File: src/design/qrr_pkg.sv
// ----------------------------------------------------------------------------
// qrr_pkg
// Shared widths, status codes and stage record types for the quadratic
// real-roots solver.
// ----------------------------------------------------------------------------
package qrr_pkg;

    localparam int COEF_W   = 16;
    localparam int ROOT_W   = 32;
    localparam int STAT_W   = 2;
    // discriminant B*B - 4*A*C fits in 34 signed bits
    localparam int DISC_W   = 34;
    // radicand D << 30, unsigned, below 2^63
    localparam int RAD_W    = 64;
    localparam int SQRT_W   = 32;
    // numerator -B*2^15 +- s, with s < 2^32
    localparam int NUM_W    = 36;
    localparam int DIV_W    = 16;
    localparam int QUO_W    = 36;
    localparam int SQRT_STEPS = SQRT_W;
    localparam int DIV_STEPS  = NUM_W;

    typedef enum logic [STAT_W-1:0] {
        ST_OK       = 2'd0,
        ST_NEG_DISC = 2'd1,
        ST_A_ZERO   = 2'd2,
        ST_SAT      = 2'd3
    } status_t;

    typedef struct packed {
        logic signed [COEF_W-1:0] coef_a;
        logic signed [COEF_W-1:0] coef_b;
        logic signed [COEF_W-1:0] coef_c;
    } coef_t;

    typedef struct packed {
        logic signed [ROOT_W-1:0] root_plus;
        logic signed [ROOT_W-1:0] root_minus;
        logic [STAT_W-1:0]        status;
    } result_t;

    // per-item side data that travels alongside the square-root stages
    typedef struct packed {
        status_t                  status;
        logic signed [COEF_W:0]   coef_b;
        logic signed [COEF_W-1:0] coef_a;
    } side_t;

endpackage

File: src/design/qrr_div.sv
// ----------------------------------------------------------------------------
// qrr_div
// Pipelined restoring unsigned divider: one quotient bit per stage. A
// numerator magnitude is divided by a 16-bit divisor.
// ----------------------------------------------------------------------------
module qrr_div
    import qrr_pkg::*;
(
    input  logic               clk,
    input  logic               en,
    input  logic [NUM_W-1:0]   num,
    input  logic [DIV_W-1:0]   den,
    output logic [QUO_W-1:0]   quo
);
    logic [NUM_W-1:0]  n_reg [DIV_STEPS+1];
    logic [DIV_W-1:0]  d_reg [DIV_STEPS+1];
    logic [DIV_W:0]    r_reg [DIV_STEPS+1];
    logic [QUO_W-1:0]  q_reg [DIV_STEPS+1];

    always_comb
    begin
        n_reg[0] = num;
        d_reg[0] = den;
        r_reg[0] = '0;
        q_reg[0] = '0;
    end

    for (genvar i = 0; i < DIV_STEPS; i++)
    begin : g_step
        logic [DIV_W+1:0] cur;
        logic [DIV_W:0]   r_next;
        logic             qb;

        always_comb
        begin
            cur = {r_reg[i], n_reg[i][NUM_W-1]};
            qb  = (cur >= {2'b00, d_reg[i]});
            if (qb)
            begin
                r_next = (DIV_W+1)'(cur - {2'b00, d_reg[i]});
            end
            else
            begin
                r_next = cur[DIV_W:0];
            end
        end

        always_ff @(posedge clk)
        begin
            if (en)
            begin
                n_reg[i+1] <= {n_reg[i][NUM_W-2:0], 1'b0};
                d_reg[i+1] <= d_reg[i];
                r_reg[i+1] <= r_next;
                q_reg[i+1] <= {q_reg[i][QUO_W-2:0], qb};
            end
        end
    end

    assign quo = q_reg[DIV_STEPS];
endmodule

File: config.mk
export PLATFORM = sky130hd
export DESIGN_NAME = qrr_div
export DESIGN_NICKNAME = d
export VERILOG_FILES = /design/src/design/qrr_pkg.sv /design/src/design/qrr_div.sv
export SDC_FILE = /design/constraint.sdc
export NUM_CORES = 2
export LEC_CHECK = 0
export BUFFER_PORTS_ARGS = -buffer_cell sky130_fd_sc_hd__buf_2
export CAP_MARGIN = 20
export CELL_PAD_IN_SITES_DETAIL_PLACEMENT = 1
export CELL_PAD_IN_SITES_GLOBAL_PLACEMENT = 1
export CORE_MARGIN = 1.5
export CORE_UTILIZATION = 45
export DETAILED_ROUTE_END_ITERATION = 12
export GPL_ROUTABILITY_DRIVEN = 0
export GPL_TIMING_DRIVEN = 0
export PLACE_DENSITY = 0.7
export SKIP_LAST_GASP = 1
export SYNTH_ARGS = -nofsm -noshare
export SYNTH_HDL_FRONTEND = slang
export SYNTH_SLANG_ARGS = --single-unit
File: constraint.sdc
create_clock -name clk -period 3.85 [get_ports clk]
set_input_delay 0.77 -clock clk [delete_from_list [all_inputs] [get_ports clk]]
set_output_delay 0.77 -clock clk [all_outputs]
set_load 0.005 [all_outputs]
==> impl_metrics.csv <==
group,metric,value,unit
clock_tree,cts_inserted_buffers,286,
place,port_buffers,89,
critical_path,timing.rr.start,"g_step[14].cur[0]$_DFFE_PP_",
critical_path,crit_chain,"inv_1 -> ha_1 -> inv_1 -> fa_1 -> a21o_1 -> a21oi_1 -> o21ai_0 -> a21oi_2 -> o31a_1 -> o31a_1 -> buf_2 -> mux2_2",
global_routing,grt.overflow.total,0,
clock_tree,clk-insertion-delay-late,0.92,ns
place,dp_cells,10870,
critical_path,reg2reg_depth,12,
floorplanning,num_rows,179,
sta,slew_violations,0,
sta,relSlewSlack,0.249,
detailed_routing,wire_per_inst,18.9,µm
sta,timing.hold.ws,0.0741,ns
run_status,status,"finished clean",
detailed_routing,antenna_left,0,
global_routing,grt_pass1_wl,346000,µm
clock_tree,cts_sinks,2451,
floorplanning,core_area,0.238,mm²
power,vdd_drop_max,0.470,mV
floorplanning,die_w,491,µm
power,leakage,46.3,nW
worst_hold_path,hp-start,"num[20]",
logic_synthesis,yosysTopAreaCell,"edfxtp_1",
run,drv_cap,0,
logic_synthesis,yosys-top-cells-count,"edfxtp_1, inv_1, ha_1",
clock_tree,clk_path_buf_depth,4,
logic_synthesis,async_reset_ff_frac,0,
worst_hold_path,min_delay_worst_endpoint,"n_reg[1281]$_DFFE_PP_",
clock_tree,path_clk_slew,0.06,ns
detailed_routing,wl,216000,µm
sta,worstMarginPinSlew,1.10,ns
critical_path,cp.arrival,4.31,ns
logic_synthesis,synth.distinct_cells,87,
logic_synthesis,synth_ff_type,"edfxtp_1",
power,p_per_area,782,mW/mm²
logic_synthesis,synth_top_cell_area_share,0.685,
critical_path,r2r_slack,0.17,ns
detailed_routing,vias,60342,
sta,post-route-min-period,3.68,ns
layout,drive_gt1_frac,0.0962,
sta,fin_crit_sh,0.957,
logic_synthesis,synth.area.top_cells,"edfxtp_1, ha_1, inv_1",
detailed_routing,first_iter_violations,3529,
critical_path,worst_path_max_delay_cell,"edfxtp_1",
logic_synthesis,ys_ff_latch,2451,
logic_synthesis,synth_cells,7600,
global_routing,grt_start_max_net_pins,183,
logic_synthesis,synth_nets,8250,
critical_path,endpoint_kind,"flip-flop",
worst_hold_path,min_path_type,"primary input to flip-flop",
critical_path,critPathMaxStageDelay,0.53,ns
layout,synthToLayoutAreaGrowth,13.1,%
logic_synthesis,synth_edf_count,2451,
critical_path,start_kind,"flip-flop",
layout,final_nets,8686,
sta,max_freq,0.272,GHz
critical_path,reg2reg_to,"g_step[15].cur[2]$_DFFE_PP_",
global_routing,first_global_vias,63927,
logic_synthesis,yosysWarnings,0,
power,p_total,95.1,mW
sta,fin_ws,0.167,ns
floorplanning,initial_core_util,0.452,
detailed_routing,drt_first_pass_iters,5,
critical_path,crit_fanout,10,
logic_synthesis,syn_avg_cell_area,14.1,µm²
clock_tree,cts_tree,"yes",
clock_tree,clk_root_buffer_cell,"clkbuf_16",
global_routing,antenna_found_initial,2,
sta,setup_violations,0,
place,dp_slack,-1.53,ns
layout,fillers,23267,
logic_synthesis,ys_seq_area_frac,0.685,
layout,fin_area,0.121,mm²
place,placed_area,0.112,mm²
sta,hold_viol_final,0,
place,dp_hpwl,150000,µm
worst_hold_path,min_path_cells,1,
global_routing,grtUsageTotal,0.177,
floorplanning,ios,90,
floorplanning,die_area,0.242,mm²
sta,skew,0.0581,ns
floorplanning,fp.dieH,491,µm
detailed_routing,vias_per_cell,5.29,
logic_synthesis,synth.most_common_cell,"edfxtp_1",
detailed_routing,drc,0,
clock_tree,htreeDepth,5,
critical_path,crit_required,4.47,ns
layout,layout.cells.non_filler,11401,
critical_path,critPathKind,"flip-flop to flip-flop",
logic_synthesis,post_synth_instance_area,0.107,mm²
[worst max-delay path, delay by kind of cell (launching register included)]
kind,cells,cell delay [ns]
compound gates,6,1.49
fa+ha+maj,2,0.59
flops,1,0.53
buf+inv,3,0.43
mux,1,0.38
[cells in the final DEF, fill, tap and decap left out, types with 44 or more instances in the layout]
cell type  Yosys  final
o21ai_0      481    481
clkinv_1       0     54
nor3_1        99     99
nor2_1       389    389
buf_2         43    131
mux2_2       125    125
nor2b_1       52     52
xor2_1       161    161
nand2_1      516    516
clkinv_2       0     49
a21oi_1      448    446
edfxtp_1    2451   2451
nand4_1       66     66
a31oi_1       50     50
nand2b_1      51     51
o21bai_1      75     75
nand3_1       81     81
clkbuf_1      45     86
a21o_1       225    225
clkbuf_16      0    290
xnor2_1      266    266
inv_1        761    761
o31ai_1       44     44
ha_1         562    562
[how the worst max path moves through the flow]
stage                                            from                            to  slack [ns]
final                     g_step[14].cur[0]$_DFFE_PP_   g_step[15].cur[2]$_DFFE_PP_        0.17
after global routing      g_step[14].cur[0]$_DFFE_PP_   g_step[15].cur[2]$_DFFE_PP_      -0.002
after CTS                                          en           q_reg[52]$_DFFE_PP_        0.01
after detailed placement                           en             quo[17]$_DFFE_PP_       -1.53
after global placement                             en   g_step[35].cur[0]$_DFFE_PP_      -36.64
after floorplan            g_step[9].cur[0]$_DFFE_PP_  g_step[10].cur[10]$_DFFE_PP_        0.81
[stage by stage]
| stage | utilization | TNS, ns |
|---|---|---|
| after floorplan | - | 0 |
| after global placement | 0.470 | - |
| after detailed placement | 0.472 | -546.87 |
| after CTS | 0.511 | 0 |
| after global routing | 0.511 | -0.00173 |
| final | 0.511 | 0 |
[timing repair]
| item | in CTS | in global routing |
|---|---|---|
| gates resized for setup | 1 | 15 |
| hold endpoints to repair | 40 | 0 |
| pin swaps | 0 | 1 |
| endpoints found under the setup margin | 172 | 208 |
| setup buffers | 0 | 1 |
| gates cloned | 2 | 2 |
| hold buffers | 40 | 0 |
[area by class of cell]
type | count | area (µm²) | share of cell area
diodes | 2 | 5.00 | 0.0000412
plain buffers | 137 | 785 | 0.00646
clock buffers | 336 | 7390 | 0.0608
clock inverters | 148 | 1370 | 0.0113
inverters | 761 | 2860 | 0.0235
multi-input cells | 4251 | 30200 | 0.248
flip-flops and latches | 2451 | 73600 | 0.606
well taps | 3167 | 3960 | 0.0326
repair buffers | 148 | 1370 | 0.0113
[power by group]
group          internal, mW  switching [mW]  leakage, nW  total, mW
Clock                  15.3            10.2         4.29       25.5
Combinational          12.7            17.9         18.2       30.6
Sequential             36.2            2.69         23.9       38.9
[kinds of logic after synthesis]
logic type | after synthesis | synth area share
compound gates | 1665 | 0.0980
xor+xnor | 427 | 0.0348
fa+ha+maj | 596 | 0.0718
buf+inv | 898 | 0.0338
flops | 2451 | 0.685
mux | 156 | 0.0163
simple gates | 1407 | 0.0597
[routing by layer]
layer | vias up | track usage | wire length (µm)
met5 | - | 0 | 0
met4 | 0 | 0.0563 | 6090
met3 | 409 | 0.0246 | 6220
met2 | 785 | 0.315 | 111000
met1 | 30078 | 0.224 | 93100
li1 | 29070 | - | -
(Power assumes the default switching activity.)
