$ cat src/design/qrr_pkg.sv
// ----------------------------------------------------------------------------
// qrr_pkg
// Shared widths, status codes and stage record types for the quadratic
// real-roots solver.
// ----------------------------------------------------------------------------
package qrr_pkg;

    localparam int COEF_W   = 16;
    localparam int ROOT_W   = 32;
    localparam int STAT_W   = 2;
    // discriminant B*B - 4*A*C fits in 34 signed bits
    localparam int DISC_W   = 34;
    // radicand D << 30, unsigned, below 2^63
    localparam int RAD_W    = 64;
    localparam int SQRT_W   = 32;
    // numerator -B*2^15 +- s, with s < 2^32
    localparam int NUM_W    = 36;
    localparam int DIV_W    = 16;
    localparam int QUO_W    = 36;
    localparam int SQRT_STEPS = SQRT_W;
    localparam int DIV_STEPS  = NUM_W;

    typedef enum logic [STAT_W-1:0] {
        ST_OK       = 2'd0,
        ST_NEG_DISC = 2'd1,
        ST_A_ZERO   = 2'd2,
        ST_SAT      = 2'd3
    } status_t;

    typedef struct packed {
        logic signed [COEF_W-1:0] coef_a;
        logic signed [COEF_W-1:0] coef_b;
        logic signed [COEF_W-1:0] coef_c;
    } coef_t;

    typedef struct packed {
        logic signed [ROOT_W-1:0] root_plus;
        logic signed [ROOT_W-1:0] root_minus;
        logic [STAT_W-1:0]        status;
    } result_t;

    // per-item side data that travels alongside the square-root stages
    typedef struct packed {
        status_t                  status;
        logic signed [COEF_W:0]   coef_b;
        logic signed [COEF_W-1:0] coef_a;
    } side_t;

endpackage

$ cat src/design/qrr_sqrt.sv
// ----------------------------------------------------------------------------
// qrr_sqrt
// Pipelined restoring integer square root: one result bit per stage, with a
// remainder-zero flag for the exact-square test.
// ----------------------------------------------------------------------------
module qrr_sqrt
    import qrr_pkg::*;
(
    input  logic                clk,
    input  logic                rst_n,
    input  logic                en,
    input  logic                in_valid,
    input  logic [RAD_W-1:0]    rad,
    input  qrr_pkg::side_t      in_side,
    output logic                out_valid,
    output logic [SQRT_W-1:0]   root,
    output logic                exact,
    output qrr_pkg::side_t      out_side
);
    logic [SQRT_STEPS:0]          v_reg;
    logic [RAD_W-1:0]             rad_reg  [SQRT_STEPS+1];
    logic [SQRT_W+1:0]            rem_reg  [SQRT_STEPS+1];
    logic [SQRT_W-1:0]            q_reg    [SQRT_STEPS+1];
    side_t                        side_reg [SQRT_STEPS+1];

    always_comb
    begin
        v_reg[0]    = in_valid;
        rad_reg[0]  = rad;
        rem_reg[0]  = '0;
        q_reg[0]    = '0;
        side_reg[0] = in_side;
    end

    for (genvar i = 0; i < SQRT_STEPS; i++)
    begin : g_step
        logic [SQRT_W+1:0] trial;
        logic [SQRT_W+1:0] cur;
        logic [SQRT_W+1:0] rem_next;
        logic [SQRT_W-1:0] q_next;

        always_comb
        begin
            // bring down the next two radicand bits
            cur   = {rem_reg[i][SQRT_W-1:0], rad_reg[i][RAD_W-1 -: 2]};
            trial = {q_reg[i], 2'b01};
            if (cur >= trial)
            begin
                rem_next = cur - trial;
                q_next   = {q_reg[i][SQRT_W-2:0], 1'b1};
            end
            else
            begin
                rem_next = cur;
                q_next   = {q_reg[i][SQRT_W-2:0], 1'b0};
            end
        end

        always_ff @(posedge clk or negedge rst_n)
        begin
            if (!rst_n)
            begin
                v_reg[i+1] <= 1'b0;
            end
            else if (en)
            begin
                v_reg[i+1] <= v_reg[i];
            end
        end

        always_ff @(posedge clk)
        begin
            if (en)
            begin
                rad_reg[i+1]  <= {rad_reg[i][RAD_W-3:0], 2'b00};
                rem_reg[i+1]  <= rem_next;
                q_reg[i+1]    <= q_next;
                side_reg[i+1] <= side_reg[i];
            end
        end
    end

    assign out_valid = v_reg[SQRT_STEPS];
    assign root      = q_reg[SQRT_STEPS];
    assign exact     = (rem_reg[SQRT_STEPS] == '0);
    assign out_side  = side_reg[SQRT_STEPS];
endmodule

$ cat config.mk
export PLATFORM = sky130hd
export DESIGN_NAME = qrr_sqrt
export DESIGN_NICKNAME = d
export VERILOG_FILES = /design/src/design/qrr_pkg.sv /design/src/design/qrr_sqrt.sv
export SDC_FILE = /design/constraint.sdc
export NUM_CORES = 2
export LEC_CHECK = 0
export BUFFER_PORTS_ARGS = -buffer_cell sky130_fd_sc_hd__buf_2
export CAP_MARGIN = 10
export CORE_ASPECT_RATIO = 1.1
export CORE_MARGIN = 10
export CORE_UTILIZATION = 50
export CTS_CLUSTER_DIAMETER = 60
export DETAILED_ROUTE_END_ITERATION = 10
export PLACE_DENSITY = 0.74
export SETUP_SLACK_MARGIN = 0.02
export SYNTH_ARGS = -nofsm -noshare
export SYNTH_HDL_FRONTEND = slang
export SYNTH_SLANG_ARGS = --single-unit
$ cat constraint.sdc
create_clock -name clk -period 5 [get_ports clk]
set_input_delay 1 -clock clk [delete_from_list [all_inputs] [get_ports clk]]
set_output_delay 1 -clock clk [all_outputs]
set_load 0.01 [all_outputs]
==> results.sh <==
export IMPL_ys_types=97
export IMPL_syn_inst=10364
export IMPL_final_util=0.5634
export IMPL_grt_usage=0.1765
export IMPL_viasPerCell=5.446
export IMPL_fp_dieH_um=598.7
export IMPL_syn_avg_cell_area_um2=14.69
export IMPL_syn2layout_area_growth_pct=12.22
export IMPL_clock_insertion_delay_worst_skew_ps=950
export IMPL_slowest_delay_ps=900
export IMPL_path_common_cell="nor4_1"
export IMPL_place_area_mm2=0.1584
export IMPL_setup_violations=0
export IMPL_cts_path_max_buffers=4
export IMPL_dp_cells=14483
export IMPL_irDropWorstVdd_uv=358.6
export IMPL_layout_setup_ws_ps=724.3
export IMPL_drc=0
export IMPL_post_cts_buffers=0
export IMPL_initial_core_util=0.5020
export IMPL_nNetsFinal=11461
export IMPL_synth_ff_latch_count=3640
export IMPL_synthFlopType="edfxtp_1"
export IMPL_cp_cell_sequence="nor4_1 > and4_1 > nand4_1 > nor4_1 > buf_2"
export IMPL_cts_htree_levels=5
export IMPL_antenna_found_initial=12
export IMPL_run_status="complete, no violations"
export IMPL_grt_max_degree=172
export IMPL_r2r_cells=11
export IMPL_dieArea_mm2=0.3269
export IMPL_power_leakage_nw=63.59
export IMPL_power_density_mw_per_mm2=486.8
export IMPL_routed_wirelength_um=297500
export IMPL_fin_skew_ps=56.54
export IMPL_path_buf_inv=1
export IMPL_critPathArrivalTime_ps=3280
export IMPL_async_flop_share=0.008791
export IMPL_synth_edf_count=3608
export IMPL_synth_top_cell_by_area="edfxtp_1"
export IMPL_rows=212
export IMPL_holdBufCountCts=0
export IMPL_clock_fmax_ghz=0.2339
export IMPL_hold_class="input pin to async pin"
export IMPL_synth_cell_area_mm2=0.1522
export IMPL_hpwl_um=210000
export IMPL_ant_nets=0
export IMPL_vias=82610
export IMPL_hold_viol_final=0
export IMPL_path_delay_family="simple AND/OR/NAND/NOR gates"
export IMPL_die_w_um=546.1
export IMPL_cts_buffers=372
export IMPL_crit_fanout=2
export IMPL_rsz0062_at_grt="false"
export IMPL_yosysSeqAreaShare=0.7171
export IMPL_period_minus_slack_ps=4276
export IMPL_cts_tree="yes"
export IMPL_tightest_slew_ps=1149
export IMPL_cts_root_buf="clkbuf_16"
export IMPL_dp_slack_ps=1016
export IMPL_io_pins=172
export IMPL_synth_area_top_cells="edfxtp_1 (71%), ha_1 (4.7%), xnor2_1 (2.4%)"
export IMPL_slew_headroom=0.2341
export IMPL_timing_critical_path_to_type="primary output"
export IMPL_ys_warn_count=0
export IMPL_synthesis_nets=11033
export IMPL_clkTransAtPathRegs_ps=60
export IMPL_cts_sinks=3640
export IMPL_worstSetupPathType="register to primary output"
export IMPL_gp_congestion=0.9262
export IMPL_start_kind="register"
export IMPL_largest_reg_flops=1085
export IMPL_slowest_stage="nor4_1"
export IMPL_synthDominantCellAreaShare=0.7119
export IMPL_drv_slew=0
export IMPL_grt_pass1_vias=83502
export IMPL_cp_depth=5
export IMPL_drt_initial_drc_count=6147
export IMPL_grt_overflow_total=0
export IMPL_fin_crit_sh=0.8551
export IMPL_yosysMostFrequentCell="edfxtp_1"
export IMPL_firstDrtPassIters=6
export IMPL_grt_pass1_wl_um=465200
export IMPL_coreArea_mm2=0.3032
export IMPL_wl_per_cell_um=19.61
export IMPL_cp_required_ps=4000
export IMPL_design_area_mm2=0.1708
export IMPL_max_cap_viol_count=0
export IMPL_ctsResizeCount=0
export IMPL_instances_no_fill=15170
export IMPL_fin_tns_setup_ps=0
export IMPL_io_buffers=171
export IMPL_drive_gt1_frac=0.09722
export IMPL_synth_common_cells="edfxtp_1 (3608), inv_1 (720), nor2_1 (609)"
metal layers:
layer  up-vias  wire (um)  global-route usage
met5         -         24                   0
met4         4      13120             0.07174
met3       686      12650             0.02713
met2      1953     152200              0.3172
met1     40302     119500              0.2128
li1      39665          -                   -
cells by family (layout without fill, tap and decap cells):
kind of cell / after synthesis / in the layout / share of synthesized area
xor gates and xnor gates: 795 / 795 / 0.04575
DFF: 3640 / 3640 / 0.7171
buffers and inverters: 953 / 1687 / 0.02453
muxes: 157 / 157 / 0.01145
other: 1 / 7 / 0.00002464
and+or+nand+nor: 2352 / 2352 / 0.07693
AOI/OAI and AO/OA: 1900 / 1900 / 0.07767
adders and majority gates: 566 / 566 / 0.04653
placed cells by master (no fill, tap or decap), drive strengths merged, types with 20 or more instances in the layout:
| cell | n |
|---|---|
| edfxtp | 3608 |
| inv | 747 |
| nor2 | 610 |
| nand2 | 605 |
| a21oi | 587 |
| ha | 566 |
| o21ai | 480 |
| clkbuf | 435 |
| xnor2 | 415 |
| xor2 | 380 |
| buf | 284 |
| a21o | 246 |
| nor3 | 187 |
| nand3 | 159 |
| clkinv | 143 |
| mux2 | 137 |
| o21a | 109 |
| nor4 | 108 |
| or3 | 106 |
| nand2b | 96 |
| nand4 | 85 |
| nor2b | 83 |
| o31ai | 60 |
| or4 | 58 |
| a211oi | 58 |
| and3 | 57 |
| a31oi | 50 |
| o211ai | 49 |
| bufinv | 44 |
| o21bai | 44 |
| and2 | 36 |
| or2 | 36 |
| clkinvlp | 34 |
| dfrtp | 32 |
| nand3b | 28 |
| a21boi | 23 |
| nor3b | 22 |
| mux2i | 20 |
| nor4b | 20 |
stage by stage:
stage               hold slack, ps  total power, mW
global route                 162.0            87.17
detailed placement           404.5            55.80
floorplan                    400.3            50.68
CTS                          83.86            83.99
global placement             400.3            55.53
finish                       128.7            83.14
area by class of cell:
class | instances | area (um^2)
multi-input combinational | 5771 | 39410
tap | 4066 | 5087
timing repair buffer | 284 | 2032
fill | 23703 | 132400
antenna | 6 | 15.01
clock inverter | 245 | 2703
sequential | 3640 | 109100
inverter | 723 | 2714
clock buffer | 435 | 9694
final timing paths:
check                                              endpoint  slack (ps)                   startpoint
worst max-delay path                                  exact         720        rem_reg[24]$_DFFE_PP_
worst min-delay path                  v_reg[31]$_DFFE_PN0P_         130                        rst_n
worst max register to register  g_step[31].cur[6]$_DFFE_PP_        1000  g_step[30].cur[2]$_DFFE_PP_
worst min register to register      side_reg[367]$_DFFE_PP_         390      side_reg[402]$_DFFE_PP_
max in group asynchronous             v_reg[20]$_DFFE_PN0P_        4430                        rst_n
min in group clk                    rad_reg[2044]$_DFFE_PP_         220                      rad[58]
power breakdown:
part	leakage (nW)	switching [mW]	internal [mW]
Clock	5.96	11.6	16.3
Sequential	35.3	2.28	38.1
Combinational	22.3	8.76	6.20
(Power assumes the default switching activity.)
